===== config.mk =====
export PLATFORM = sky130hd
export DESIGN_NAME = spatial_audio_source_params_flat
export DESIGN_NICKNAME = d
export VERILOG_FILES = /design/src/rtl/core/sasp_pkg.sv /design/src/rtl/core/sasp_if.sv /design/src/rtl/core/sasp_divsqrt.sv /design/src/rtl/core/spatial_audio_source_params.sv /design/src/flat_wrapper.sv
export SDC_FILE = /design/constraint.sdc
export NUM_CORES = 2
export LEC_CHECK = 0
export BUFFER_PORTS_ARGS = -buffer_cell sky130_fd_sc_hd__buf_2
export CAP_MARGIN = 20
export CORE_ASPECT_RATIO = 1.75
export CORE_MARGIN = 5
export CORE_UTILIZATION = 60
export DETAILED_ROUTE_END_ITERATION = 16
export GPL_TIMING_DRIVEN = 0
export HOLD_SLACK_MARGIN = 0.1
export PLACE_DENSITY = 0.78
export SKIP_CTS_REPAIR_TIMING = 1
export SLEW_MARGIN = 20
export SYNTH_ARGS = -nofsm -noshare
export SYNTH_HDL_FRONTEND = slang
export SYNTH_SLANG_ARGS = --single-unit
export TNS_END_PERCENT = 30

===== constraint.sdc =====
create_clock -name clk_i -period 24.6 [get_ports clk_i]
set_input_delay 2.46 -clock clk_i [delete_from_list [all_inputs] [get_ports clk_i]]
set_output_delay 2.46 -clock clk_i [all_outputs]
set_load 0.005 [all_outputs]

===== src/rtl/core/sasp_pkg.sv =====
package sasp_pkg;

  localparam int unsigned CfgIdxWidth = 3;
  localparam int unsigned CfgDataWidth = 32;

  typedef enum logic [CfgIdxWidth-1:0] {
    CFG_SOURCE_ACTIVE = 3'd0,
    CFG_FALLOFF_FACTOR = 3'd1,
    CFG_FALLOFF_POWER = 3'd2,
    CFG_CUTOFF_LEVEL = 3'd3,
    CFG_BASE_VOLUME = 3'd4
  } cfg_idx_e;

  // operations of the shared divide / square root unit
  typedef enum logic {
    DSU_DIV = 1'b0,
    DSU_SQRT = 1'b1
  } dsu_op_e;

  localparam int unsigned DsuNumWidth = 64;
  localparam int unsigned DsuDenWidth = 48;

  typedef struct packed {
    logic start;
    dsu_op_e op;
  } dsu_req_t;

  typedef struct packed {
    logic busy;
    logic done;
  } dsu_sts_t;

  localparam logic [15:0] PitchOne = 16'd4096;
  localparam logic [15:0] PitchMax = 16'd65535;
  localparam logic [11:0] PitchDen = 12'd3333;

endpackage


===== src/rtl/core/sasp_if.sv =====
interface sasp_in_if;
  logic valid;
  logic ready;
  logic [23:0] frame_time;
  logic [62:0] object_position;
  logic [62:0] last_object_position;
  logic [62:0] listener_position;
  logic [62:0] last_listener_position;
  logic [62:0] listener_right;

  modport source (
    output valid, frame_time, object_position, last_object_position,
    output listener_position, last_listener_position, listener_right,
    input ready
  );
  modport sink (
    input valid, frame_time, object_position, last_object_position,
    input listener_position, last_listener_position, listener_right,
    output ready
  );
endinterface

interface sasp_out_if;
  logic valid;
  logic ready;
  logic audible;
  logic [15:0] volume_out;
  logic [15:0] left_gain;
  logic [15:0] right_gain;
  logic [15:0] pitch_out;

  modport source (
    output valid, audible, volume_out, left_gain, right_gain, pitch_out,
    input ready
  );
  modport sink (
    input valid, audible, volume_out, left_gain, right_gain, pitch_out,
    output ready
  );
endinterface


===== src/rtl/core/sasp_divsqrt.sv =====
module sasp_divsqrt import sasp_pkg::*; (
  input  logic                   clk_i,
  input  logic                   rst_ni,
  input  dsu_req_t               req_i,
  input  logic [DsuNumWidth-1:0] num_i,
  input  logic [DsuDenWidth-1:0] den_i,
  output dsu_sts_t               sts_o,
  output logic [DsuNumWidth-1:0] res_o
);

  localparam int unsigned SubW = DsuNumWidth + 2;
  localparam int unsigned RootW = DsuNumWidth / 2;
  localparam int unsigned CntW = $clog2(DsuNumWidth);

  logic busy_q, done_q;
  dsu_op_e op_q;
  logic [CntW-1:0] cnt_q;
  logic [DsuNumWidth-1:0] quo_q;
  logic [SubW-1:0] rem_q;
  logic [RootW-1:0] root_q;
  logic [DsuDenWidth-1:0] den_q;

  logic [SubW-1:0] sub_a, sub_b;
  logic [SubW:0] sub_r;
  logic ge, last;

  // one compare / subtract serves both operations
  always_comb begin
    if (op_q == DSU_DIV) begin
      sub_a = {rem_q[SubW-2:0], quo_q[DsuNumWidth-1]};
      sub_b = SubW'(den_q);
      last = (cnt_q == CntW'(DsuNumWidth - 1));
    end else begin
      sub_a = {rem_q[SubW-3:0], quo_q[DsuNumWidth-1 -: 2]};
      sub_b = SubW'({root_q, 2'b01});
      last = (cnt_q == CntW'(RootW - 1));
    end
    sub_r = {1'b0, sub_a} - {1'b0, sub_b};
    ge = !sub_r[SubW];
  end

  always_ff @(posedge clk_i or negedge rst_ni) begin
    if (!rst_ni) begin
      busy_q <= 1'b0;
      done_q <= 1'b0;
      op_q <= DSU_DIV;
      cnt_q <= '0;
    end else begin
      done_q <= 1'b0;
      if (req_i.start) begin
        busy_q <= 1'b1;
        op_q <= req_i.op;
        cnt_q <= '0;
        quo_q <= num_i;
        rem_q <= '0;
        root_q <= '0;
        den_q <= den_i;
      end else if (busy_q) begin
        rem_q <= ge ? sub_r[SubW-1:0] : sub_a;
        if (op_q == DSU_DIV) begin
          quo_q <= {quo_q[DsuNumWidth-2:0], ge};
        end else begin
          quo_q <= {quo_q[DsuNumWidth-3:0], 2'b00};
          root_q <= {root_q[RootW-2:0], ge};
        end
        cnt_q <= cnt_q + 1'b1;
        if (last) begin
          busy_q <= 1'b0;
          done_q <= 1'b1;
        end
      end
    end
  end

  assign sts_o = '{busy: busy_q, done: done_q};
  assign res_o = (op_q == DSU_DIV) ? quo_q : DsuNumWidth'(root_q);

  a_done_after_busy: assert property (@(posedge clk_i) disable iff (!rst_ni)
    done_q |-> $past(busy_q)) else $error("done without a running operation");
  a_no_start_busy: assert property (@(posedge clk_i) disable iff (!rst_ni)
    busy_q |-> !req_i.start) else $error("start while busy");
  a_busy_done_excl: assert property (@(posedge clk_i) disable iff (!rst_ni)
    !(busy_q && done_q)) else $error("busy and done together");

endmodule


===== src/rtl/core/spatial_audio_source_params.sv =====
// Positional audio source: attenuation, stereo pan and Doppler pitch.
// Configuration is written through cfg_we_i / cfg_idx_i / cfg_data_i, one
// register per cycle; the user must write it only while the block is idle,
// which the block itself does not enforce. Input items arrive on in_if
// (valid/ready) carrying frame time, source and listener positions for this
// frame and the last one, and the listener's right vector. One result item
// per accepted input leaves on out_if while source_active is set; with
// source_active clear the item is taken and dropped.
// in_if.ready is high only while the sequencer is idle. All the square roots
// and divisions run on one shared radix-2 unit. An inaudible item skips the
// volume, pan and pitch steps; the first audible update skips the pitch
// step, and a distance at its floor skips the pan step.
// The result sits in an output register: the next item can be taken while
// it waits, and a stalled receiver only holds the sequencer at its final
// step until the register frees up.
// Reset restores the register defaults, clears the output valid flag and
// marks the motion history as empty, so the first audible pitch is one.
module spatial_audio_source_params import sasp_pkg::*; #(
  parameter int unsigned COORD_WIDTH = 21,
  parameter int unsigned GAIN_FRAC_BITS = 15
) (
  input  logic                    clk_i,
  input  logic                    rst_ni,
  input  logic                    cfg_we_i,
  input  logic [CfgIdxWidth-1:0]  cfg_idx_i,
  input  logic [CfgDataWidth-1:0] cfg_data_i,
  sasp_in_if.sink                 in_if,
  sasp_out_if.source              out_if
);

  localparam int unsigned CW = COORD_WIDTH;
  localparam int unsigned G = GAIN_FRAC_BITS;
  localparam int unsigned DW = CW + 1;
  localparam int unsigned MW = 25;
  localparam logic [G:0] GainOne = (G+1)'(1) << G;
  localparam logic [G:0] GainHalf = (G+1)'(1) << (G - 1);

  typedef enum logic [4:0] {
    S_IDLE, S_MUL, S_ACC, S_SQRT, S_WAIT, S_DIST, S_ATT_DIV, S_ATT_NEXT,
    S_ATT_CHK, S_VMUL, S_VOL, S_DOT_DIV, S_MIX, S_PITCH0, S_PREV, S_PMUL,
    S_PDIV, S_PITCH, S_OUT
  } state_e;

  typedef enum logic [1:0] {
    PH_SQ_CUR, PH_DOT, PH_SQ_PREV
  } phase_e;

  // configuration
  logic active_q;
  logic [31:0] factor_q;
  logic [1:0] power_q;
  logic [15:0] cutoff_q;
  logic [15:0] base_q;

  state_e state_q, ret_q;
  phase_e ph_q;
  logic [1:0] k_q, pc_q;
  logic first_q;
  logic [23:0] t_q;
  logic signed [DW-1:0] od_q [3];
  logic signed [DW-1:0] pd_q [3];
  logic signed [CW-1:0] rt_q [3];
  logic signed [63:0] acc_q;
  logic signed [2*MW-1:0] mul_q;
  logic [DW-1:0] d_q, dprev_q;
  logic [63:0] att_q;
  logic [G:0] attc_q;
  logic neg_q;
  logic aud_q;
  logic [15:0] vol_q, pitch_q;
  logic [G:0] mix_q;

  logic out_valid_q, out_aud_q;
  logic [15:0] out_vol_q, out_lg_q, out_rg_q, out_pitch_q;

  logic signed [MW-1:0] mul_a, mul_b;
  dsu_req_t dsu_req;
  dsu_sts_t dsu_sts;
  logic [DsuNumWidth-1:0] dsu_num, dsu_res;
  logic [DsuDenWidth-1:0] dsu_den;

  logic [1:0] pe;
  logic [5:0] num_sh;
  logic [63:0] num_full, dot_mag;
  logic signed [DW:0] delta;
  logic [DW:0] delta_mag;
  logic [G:0] att_cap;
  logic signed [64:0] q_s, mix_w, pitch_w;
  logic in_acc, out_free;

  assign in_acc = in_if.valid && in_if.ready;
  assign out_free = !out_valid_q || out_if.ready;

  always_comb begin
    pe = (power_q == 2'd0) ? 2'd1 : power_q;
    num_sh = 6'(8 * int'(pe) + int'(G) - 16);
    num_full = 64'(factor_q) << num_sh;
    dot_mag = acc_q[63] ? 64'(-acc_q) : 64'(acc_q);
    delta = $signed({1'b0, dprev_q}) - $signed({1'b0, d_q});
    delta_mag = delta[DW] ? (DW+1)'(-delta) : (DW+1)'(delta);
    att_cap = (att_q > 64'(GainOne)) ? GainOne : att_q[G:0];
    q_s = neg_q ? -$signed({1'b0, dsu_res}) : $signed({1'b0, dsu_res});
    mix_w = $signed(65'(GainHalf)) - q_s;
    pitch_w = $signed(65'(PitchOne)) + q_s;
  end

  // operand select for the shared multiplier
  always_comb begin
    mul_a = '0;
    mul_b = '0;
    case (state_q)
      S_MUL: begin
        case (ph_q)
          PH_SQ_CUR: begin
            mul_a = MW'(od_q[k_q]);
            mul_b = MW'(od_q[k_q]);
          end
          PH_SQ_PREV: begin
            mul_a = MW'(pd_q[k_q]);
            mul_b = MW'(pd_q[k_q]);
          end
          default: begin
            mul_a = MW'(od_q[k_q]);
            mul_b = MW'(rt_q[k_q]);
          end
        endcase
      end
      S_VMUL: begin
        mul_a = $signed(MW'(attc_q));
        mul_b = $signed(MW'(base_q));
      end
      S_PMUL: begin
        mul_a = $signed(MW'((t_q == 24'd0) ? 24'd1 : t_q));
        mul_b = $signed(MW'(PitchDen));
      end
      default: ;
    endcase
  end

  always_comb begin
    dsu_req = '{start: 1'b0, op: DSU_DIV};
    dsu_num = '0;
    dsu_den = '0;
    case (state_q)
      S_SQRT: begin
        dsu_req = '{start: 1'b1, op: DSU_SQRT};
        dsu_num = 64'(acc_q);
      end
      S_ATT_DIV: begin
        dsu_req = '{start: 1'b1, op: DSU_DIV};
        dsu_num = (pc_q == 2'd1) ? num_full : att_q;
        dsu_den = DsuDenWidth'(d_q);
      end
      S_DOT_DIV: begin
        dsu_req = '{start: 1'b1, op: DSU_DIV};
        dsu_num = dot_mag << (G - 1);
        dsu_den = DsuDenWidth'(d_q) << (CW - 2);
      end
      S_PDIV: begin
        dsu_req = '{start: 1'b1, op: DSU_DIV};
        // |delta| * 2560 * 4096
        dsu_num = (64'(delta_mag) << 23) + (64'(delta_mag) << 21);
        dsu_den = DsuDenWidth'(mul_q[DsuDenWidth-1:0]);
      end
      default: ;
    endcase
  end

  sasp_divsqrt u_divsqrt (
    .clk_i  (clk_i),
    .rst_ni (rst_ni),
    .req_i  (dsu_req),
    .num_i  (dsu_num),
    .den_i  (dsu_den),
    .sts_o  (dsu_sts),
    .res_o  (dsu_res)
  );

  always_ff @(posedge clk_i or negedge rst_ni) begin
    if (!rst_ni) begin
      active_q <= 1'b0;
      factor_q <= 32'd65536;
      power_q <= 2'd1;
      cutoff_q <= 16'd0;
      base_q <= 16'd32768;
    end else if (cfg_we_i) begin
      case (cfg_idx_i)
        CFG_SOURCE_ACTIVE: active_q <= cfg_data_i[0];
        CFG_FALLOFF_FACTOR: factor_q <= cfg_data_i;
        CFG_FALLOFF_POWER: power_q <= cfg_data_i[1:0];
        CFG_CUTOFF_LEVEL: cutoff_q <= cfg_data_i[15:0];
        CFG_BASE_VOLUME: base_q <= cfg_data_i[15:0];
        default: ;
      endcase
    end
  end

  always_ff @(posedge clk_i) begin
    mul_q <= mul_a * mul_b;
  end

  always_ff @(posedge clk_i or negedge rst_ni) begin
    if (!rst_ni) begin
      state_q <= S_IDLE;
      ret_q <= S_IDLE;
      ph_q <= PH_SQ_CUR;
      k_q <= '0;
      pc_q <= '0;
      first_q <= 1'b1;
      out_valid_q <= 1'b0;
    end else begin
      if (state_q == S_OUT && out_free) begin
        out_valid_q <= 1'b1;
      end else if (out_if.ready) begin
        out_valid_q <= 1'b0;
      end
      case (state_q)
        S_IDLE: begin
          if (in_acc && active_q) begin
            t_q <= in_if.frame_time;
            for (int i = 0; i < 3; i++) begin
              od_q[i] <= $signed({in_if.object_position[i*CW+CW-1],
                                  in_if.object_position[i*CW +: CW]})
                       - $signed({in_if.listener_position[i*CW+CW-1],
                                  in_if.listener_position[i*CW +: CW]});
              pd_q[i] <= $signed({in_if.last_object_position[i*CW+CW-1],
                                  in_if.last_object_position[i*CW +: CW]})
                       - $signed({in_if.last_listener_position[i*CW+CW-1],
                                  in_if.last_listener_position[i*CW +: CW]});
              rt_q[i] <= in_if.listener_right[i*CW +: CW];
            end
            acc_q <= '0;
            k_q <= '0;
            ph_q <= PH_SQ_CUR;
            state_q <= S_MUL;
          end
        end
        S_MUL: state_q <= S_ACC;
        S_ACC: begin
          acc_q <= acc_q + 64'(mul_q);
          if (k_q == 2'd2) begin
            k_q <= '0;
            state_q <= (ph_q == PH_DOT) ? S_DOT_DIV : S_SQRT;
          end else begin
            k_q <= k_q + 2'd1;
            state_q <= S_MUL;
          end
        end
        S_SQRT: begin
          ret_q <= (ph_q == PH_SQ_CUR) ? S_DIST : S_PREV;
          state_q <= S_WAIT;
        end
        S_WAIT: begin
          if (dsu_sts.done) state_q <= ret_q;
        end
        S_DIST: begin
          d_q <= (dsu_res == '0) ? DW'(1) : dsu_res[DW-1:0];
          pc_q <= 2'd1;
          state_q <= S_ATT_DIV;
        end
        S_ATT_DIV: begin
          ret_q <= S_ATT_NEXT;
          state_q <= S_WAIT;
        end
        S_ATT_NEXT: begin
          // floor of repeated floors equals floor of num / d^p
          att_q <= dsu_res;
          if (pc_q == pe) begin
            state_q <= S_ATT_CHK;
          end else begin
            pc_q <= pc_q + 2'd1;
            state_q <= S_ATT_DIV;
          end
        end
        S_ATT_CHK: begin
          attc_q <= att_cap;
          if (16'(att_cap) <= cutoff_q) begin
            aud_q <= 1'b0;
            state_q <= S_OUT;
          end else begin
            aud_q <= 1'b1;
            state_q <= S_VMUL;
          end
        end
        S_VMUL: state_q <= S_VOL;
        S_VOL: begin
          vol_q <= mul_q[G +: 16];
          if (d_q == DW'(1)) begin
            mix_q <= GainHalf;
            state_q <= S_PITCH0;
          end else begin
            acc_q <= '0;
            k_q <= '0;
            ph_q <= PH_DOT;
            state_q <= S_MUL;
          end
        end
        S_DOT_DIV: begin
          neg_q <= acc_q[63];
          ret_q <= S_MIX;
          state_q <= S_WAIT;
        end
        S_MIX: begin
          if (mix_w < 0) mix_q <= '0;
          else if (mix_w > $signed(65'(GainOne))) mix_q <= GainOne;
          else mix_q <= mix_w[G:0];
          state_q <= S_PITCH0;
        end
        S_PITCH0: begin
          if (first_q) begin
            first_q <= 1'b0;
            pitch_q <= PitchOne;
            state_q <= S_OUT;
          end else begin
            acc_q <= '0;
            k_q <= '0;
            ph_q <= PH_SQ_PREV;
            state_q <= S_MUL;
          end
        end
        S_PREV: begin
          dprev_q <= dsu_res[DW-1:0];
          state_q <= S_PMUL;
        end
        S_PMUL: state_q <= S_PDIV;
        S_PDIV: begin
          neg_q <= delta[DW];
          ret_q <= S_PITCH;
          state_q <= S_WAIT;
        end
        S_PITCH: begin
          if (pitch_w < 0) pitch_q <= '0;
          else if (pitch_w > $signed(65'(PitchMax))) pitch_q <= PitchMax;
          else pitch_q <= pitch_w[15:0];
          state_q <= S_OUT;
        end
        S_OUT: begin
          if (out_free) begin
            out_aud_q <= aud_q;
            out_vol_q <= aud_q ? vol_q : 16'd0;
            out_lg_q <= aud_q ? 16'(mix_q) : 16'd0;
            out_rg_q <= aud_q ? 16'(GainOne - mix_q) : 16'd0;
            out_pitch_q <= aud_q ? pitch_q : 16'd0;
            state_q <= S_IDLE;
          end
        end
        default: state_q <= S_IDLE;
      endcase
    end
  end

  assign in_if.ready = (state_q == S_IDLE);
  assign out_if.valid = out_valid_q;
  assign out_if.audible = out_aud_q;
  assign out_if.volume_out = out_vol_q;
  assign out_if.left_gain = out_lg_q;
  assign out_if.right_gain = out_rg_q;
  assign out_if.pitch_out = out_pitch_q;

  a_idle_unit_free: assert property (@(posedge clk_i) disable iff (!rst_ni)
    state_q == S_IDLE |-> !dsu_sts.busy) else $error("unit busy while idle");
  a_first_clear: assert property (@(posedge clk_i) disable iff (!rst_ni)
    $fell(first_q) |-> state_q == S_OUT && aud_q) else $error("history cleared early");
  a_gain_sum: assert property (@(posedge clk_i) disable iff (!rst_ni)
    out_valid_q && out_aud_q |-> out_lg_q + out_rg_q == 16'(GainOne))
    else $error("pan gains do not sum to one");
  a_silent_zero: assert property (@(posedge clk_i) disable iff (!rst_ni)
    out_valid_q && !out_aud_q |-> out_vol_q == 16'd0 && out_pitch_q == 16'd0)
    else $error("inaudible item carries data");

endmodule

===== src/flat_wrapper.sv =====
// flat-port wrapper written by rule: the top's interface ports become plain ports
module spatial_audio_source_params_flat import sasp_pkg::*;
#(
  parameter int unsigned COORD_WIDTH = 21,
  parameter int unsigned GAIN_FRAC_BITS = 15
)
  (clk_i, rst_ni, cfg_we_i, cfg_idx_i, cfg_data_i, in_if_valid, in_if_frame_time, in_if_object_position, in_if_last_object_position, in_if_listener_position, in_if_last_listener_position, in_if_listener_right, in_if_ready, out_if_valid, out_if_audible, out_if_volume_out, out_if_left_gain, out_if_right_gain, out_if_pitch_out, out_if_ready);
  sasp_in_if in_if_i ();
  sasp_out_if out_if_i ();
  input  logic clk_i;
  input  logic rst_ni;
  input  logic cfg_we_i;
  input  logic [CfgIdxWidth-1:0] cfg_idx_i;
  input  logic [CfgDataWidth-1:0] cfg_data_i;
  input wire logic [$bits(in_if_i.valid)-1:0] in_if_valid;
  input wire logic [$bits(in_if_i.frame_time)-1:0] in_if_frame_time;
  input wire logic [$bits(in_if_i.object_position)-1:0] in_if_object_position;
  input wire logic [$bits(in_if_i.last_object_position)-1:0] in_if_last_object_position;
  input wire logic [$bits(in_if_i.listener_position)-1:0] in_if_listener_position;
  input wire logic [$bits(in_if_i.last_listener_position)-1:0] in_if_last_listener_position;
  input wire logic [$bits(in_if_i.listener_right)-1:0] in_if_listener_right;
  output wire logic [$bits(in_if_i.ready)-1:0] in_if_ready;
  output wire logic [$bits(out_if_i.valid)-1:0] out_if_valid;
  output wire logic [$bits(out_if_i.audible)-1:0] out_if_audible;
  output wire logic [$bits(out_if_i.volume_out)-1:0] out_if_volume_out;
  output wire logic [$bits(out_if_i.left_gain)-1:0] out_if_left_gain;
  output wire logic [$bits(out_if_i.right_gain)-1:0] out_if_right_gain;
  output wire logic [$bits(out_if_i.pitch_out)-1:0] out_if_pitch_out;
  input wire logic [$bits(out_if_i.ready)-1:0] out_if_ready;
  assign in_if_i.valid = in_if_valid;
  assign in_if_i.frame_time = in_if_frame_time;
  assign in_if_i.object_position = in_if_object_position;
  assign in_if_i.last_object_position = in_if_last_object_position;
  assign in_if_i.listener_position = in_if_listener_position;
  assign in_if_i.last_listener_position = in_if_last_listener_position;
  assign in_if_i.listener_right = in_if_listener_right;
  assign in_if_ready = in_if_i.ready;
  assign out_if_valid = out_if_i.valid;
  assign out_if_audible = out_if_i.audible;
  assign out_if_volume_out = out_if_i.volume_out;
  assign out_if_left_gain = out_if_i.left_gain;
  assign out_if_right_gain = out_if_i.right_gain;
  assign out_if_pitch_out = out_if_i.pitch_out;
  assign out_if_i.ready = out_if_ready;
  spatial_audio_source_params #(.COORD_WIDTH(COORD_WIDTH), .GAIN_FRAC_BITS(GAIN_FRAC_BITS)) u_core (.clk_i(clk_i), .rst_ni(rst_ni), .cfg_we_i(cfg_we_i), .cfg_idx_i(cfg_idx_i), .cfg_data_i(cfg_data_i), .in_if(in_if_i), .out_if(out_if_i));
endmodule

==> results.json, run 1 <==
{
  "synth_edf_count": 730,
  "clockBufferDepth": 3,
  "yosysSeqAreaShare_pct": 30.86,
  "syn_avg_cell_area_sq_um": 9.425,
  "failing_step": "5_1_grt",
  "synth_warnings": 0,
  "placedCellCount": 11021,
  "io_pins": 446,
  "grt_max_degree": 86,
  "tool.error": "[ERROR GRT-0116] Global routing finished with congestion. Check the congestion regions in the DRC Viewer.",
  "yosysUniqueCellTypes": 108,
  "synth_flop_cell": "edfxtp_1",
  "clock-sinks": 874,
  "fp-row-count": 179,
  "ys_seq_elements": 874,
  "status": "did not finish",
  "root_buffer": "clkbuf_16",
  "start_util_pct": 60.25,
  "place.gp.congestion": 1.203,
  "synth_area_sq_mm": 0.08191,
  "async_flop_share_pct": 10.76,
  "syn_inst": 8691,
  "syn_nets": 10185,
  "gr-total-overflow": 17,
  "die-height_um": 498.8,
  "dp_hpwl_um": 303500,
  "grt_usage_pct": 55.62,
  "grt_pass1_wl_um": 576500,
  "portBuffers": 445,
  "grt_pass1_vias": 81797,
  "die_w_um": 289.3,
  "numCtsBuffers": 82,
  "h-tree-depth": 3
}
metal layers:
metal / overflow / GRT usage (%)
met5: 0 / 2.089
met3: 1 / 26.05
met2: 6 / 84.04
met4: 10 / 65.85
met1: 0 / 49.53
synthesized netlist by cell type, types with 22 or more instances:
cell / number / area [sq um]
a211oi_1: 79 / 593.1
a21boi_0: 54 / 405.4
a21o_1: 126 / 945.9
a21oi_1: 489 / 2447
a221oi_1: 37 / 324.1
a22oi_1: 47 / 352.8
a311oi_1: 23 / 201.4
a31oi_1: 81 / 506.7
and2_1: 147 / 919.6
and3_1: 66 / 412.9
buf_1: 39 / 146.4
clkbuf_1: 284 / 1066
dfrtp_1: 90 / 2252
dfxtp_1: 50 / 1001
edfxtp_1: 730 / 21920
fa_1: 666 / 13330
ha_1: 449 / 5618
inv_1: 1093 / 4103
mux2_2: 180 / 2027
mux2i_1: 197 / 1972
nand2_1: 870 / 3266
nand2b_1: 75 / 469.2
nand3_1: 144 / 720.7
nand4_1: 54 / 337.8
nor2_1: 741 / 2781
nor2b_1: 114 / 713.2
nor3_1: 197 / 986.0
nor3b_1: 27 / 202.7
nor4_1: 86 / 538.0
o211ai_1: 31 / 232.7
o21a_1: 61 / 457.9
o21ai_0: 318 / 1592
o21bai_1: 32 / 240.2
o221ai_1: 25 / 219.0
o22ai_1: 24 / 150.1
o31a_1: 22 / 192.7
o31ai_1: 42 / 315.3
o41ai_1: 32 / 280.3
or2_2: 24 / 150.1
or3_1: 53 / 331.6
or4_1: 23 / 172.7
xnor2_1: 312 / 2733
xor2_1: 134 / 1174
kinds of logic after synthesis:
logic type	synth area share [%]
compound gates	13.79
xor+xnor	4.769
fa+ha+maj	23.13
buf+inv	6.721
flops	30.86
mux	4.912
simple gates	15.82
metrics by stage:
step | util (%) | hold slack (ns) | setup WS, ns | setup TNS (ns) | area, sq um
after CTS | 66.57 | 0.5080 | 10.13 | 0 | 90490
after detailed placement | 64.43 | 0.4907 | 10.22 | 0 | 87590
after global placement | 63.56 | 0.4857 | -2.404 | -463.88 | 86410
after floorplan | - | 0.4366 | 7.762 | 0 | 81910
==> run 2, diff against run 1 <==
- CORE_ASPECT_RATIO: 1.75 -> unset
- CORE_UTILIZATION: 60 -> 40
- HOLD_SLACK_MARGIN: 0.1 -> unset
- PLACE_DENSITY: 0.78 -> unset
- PLACE_DENSITY_LB_ADDON: unset -> 0.15
==> run 2 against run 1 <==
The run now ends clean. Synthesized area unchanged. Synthesized cell count stayed put.
==> results.json, run 2 <==
{
  "status": "finished clean",
  "finClkSkew_ns": 0.08571,
  "synth_flop_cell": "edfxtp_1",
  "place.gp.congestion": 1.037,
  "grt_max_degree": 76,
  "async_flop_share_pct": 10.76,
  "drtIter0Drc": 7004,
  "synth_area_sq_mm": 0.08191,
  "h-tree-depth": 3,
  "mostFrequentLayoutCells": "1,093 x inv_1, 870 x nand2_1, 737 x nor2_1, 730 x edfxtp_1, 666 x fa_1",
  "yosysMostFrequentCell": "inv_1",
  "period_needed_ns": 13.38,
  "final_common_cell": "inv_1",
  "critPathMaxFanout": 10,
  "syn_inst": 8691,
  "wl_per_cell_um": 28.43,
  "cp_data_arrival_time_ns": 13.99,
  "grt_usage_pct": 31.39,
  "die_w_um": 462.5,
  "clkTransAtPathRegs_ns": 0.07,
  "placedCellCount": 11902,
  "viasPerCell": 5.798,
  "setup_viol": 0,
  "synth_warnings": 0,
  "peakVddDrop_uv": 60.90,
  "drc": 0,
  "final_max_slew_viol_count": 0,
  "yosysTopAreaCell": "edfxtp_1",
  "yosysTopAreaCellShare_pct": 26.76,
  "utilization_pct": 45.32,
  "ant_nets": 0,
  "syn_avg_cell_area_sq_um": 9.425,
  "numCtsBuffers": 105,
  "syn_to_final_growth_pct": 12.95,
  "stdcell_count": 12120,
  "dp_hpwl_um": 287400,
  "synth_edf_count": 730,
  "criticalPathCategory": "reg2reg",
  "start_util_pct": 40.12,
  "power_density_mw_per_mm2": 40.59,
  "root_buffer": "clkbuf_16",
  "max_freq_mhz": 74.76,
  "rsz0062_at_grt": "false",
  "ys_seq_elements": 874,
  "clock-sinks": 874,
  "core_area_sq_mm": 0.2042,
  "end_kind": "flop",
  "cts_tree": "yes",
  "fp-row-count": 166,
  "cap_violations": 0,
  "n_fill_cell": 19656,
  "fin_ws_ns": 11.22,
  "p_leak_nw": 40.44,
  "io_pins": 446,
  "grt_pass1_wl_um": 493700,
  "gr-total-overflow": 0,
  "slew_headroom_pct": 21.21,
  "yosysSeqAreaShare_pct": 30.86,
  "dieArea_sq_mm": 0.2139,
  "largestRegisters": "u_core.od_q (66), u_core.pd_q (66), u_core.u_divsqrt.rem_q (65)",
  "worst_pin_slew_ns": 1.182,
  "setup-tns-final_ns": 0,
  "num_vias": 70269,
  "die-height_um": 462.5,
  "nNetsFinal": 10817,
  "cp_data_required_time_ns": 25.21,
  "wl_um": 344600,
  "min_path_type": "reg2reg",
  "crit_path_max_incr_delay_ns": 0.85,
  "synthTopCellsByArea": "edfxtp_1 27%, fa_1 16%, ha_1 6.9%",
  "yosysUniqueCellTypes": 108,
  "drive_gt1_share_pct": 10.84,
  "start_kind": "flop",
  "clk_latency_ns": 0.80,
  "grt_pass1_vias": 70264,
  "dr.pass1.iters": 7,
  "antenna_found_initial": 35,
  "clockBufferDepth": 3,
  "portBuffers": 445,
  "crit_slowest_cell": "clkbuf_1",
  "syn_nets": 10185,
  "netlist_top_cells_count": "1,093 x inv_1, 870 x nand2_1, 741 x nor2_1",
  "pre_cts_ws_ns": 11.53,
  "final-hold-violation-count": 0,
  "min_period_over_period_pct": 54.38
}
-- run 2: per-layer routing --
metal | part of all wire [%] | track usage (%) | routed length [um] | up-vias
met5 | 0.020 | 0 | 68 | -
met4 | 7.4 | 18.52 | 25350 | 10
met3 | 7.6 | 5.443 | 26110 | 737
met2 | 45 | 50.31 | 156000 | 3227
met1 | 40 | 39.95 | 137100 | 34843
li1 | - | - | - | 31452
-- run 2: power breakdown --
part           internal [mW]  switching [mW]
Sequential              1.64          0.0573
Clock                  0.986           0.715
Combinational          0.155           0.205
Total                   2.78           0.977
-- run 2: layout make-up --
class                           count  area (sq um)  share of cell area [%]
Multi-Input combinational cell   6373         51420                   55.58
Sequential cell                   874         25280                   27.32
Inverter                         1097          4118                   4.451
Tap cell                         2688          3363                   3.635
Timing Repair Buffer              525          3128                   3.381
Clock buffer                      123          2799                   3.025
Buffer                            347          1390                   1.502
Clock inverter                     76         982.2                   1.062
Antenna cell                       17         42.54                 0.04598
-- run 2: path summary, 6_finish.rpt --
kind	from	depth (start not counted)	slack, ns	to
max	u_core.u_divsqrt.op_q	30	11.22	u_core.u_divsqrt.rem_q[30]
min	u_core.ret_q[4]	1	0.50	u_core.ret_q[4]
max reg2reg	u_core.u_divsqrt.op_q	30	11.22	u_core.u_divsqrt.rem_q[30]
min reg2reg	u_core.ret_q[4]	1	0.50	u_core.ret_q[4]
max in group asynchronous	rst_ni	2	22.04	u_core.factor_q[22]
min in group asynchronous	rst_ni	1	1.65	u_core.out_if.valid
-- run 2: cells by family after synthesis --
group           count (synthesis)  share of synthesized area [%]
buf+inv                      1444                          6.721
fa+ha+maj                    1115                          23.13
flops                         874                          30.86
simple gates                 2721                          15.82
xor+xnor                      446                          4.769
compound gates               1712                          13.79
mux                           379                          4.912
-- run 2: critical path, delay by kind of cell (launching register included) --
kind / cells / cell delay (ns)
compound gates: 8 / 2.69
fa+ha+maj: 1 / 0.33
mux: 1 / 0.37
simple gates: 3 / 0.67
flops: 1 / 0.34
buf+inv: 17 / 8.74
-- run 2: stage by stage --
step | area, sq um | power (mW) | hold WS, ns
floorplan | 81910 | 1.916 | 0.4366
global placement | 87500 | 2.074 | 0.4750
detailed placement | 88670 | 2.077 | 0.4802
CTS | 92450 | 3.777 | 0.5038
global route | 92490 | 3.879 | 0.5124
finish | 92520 | 3.756 | 0.5035
Note: power is estimated with default switching activity, not from simulation.
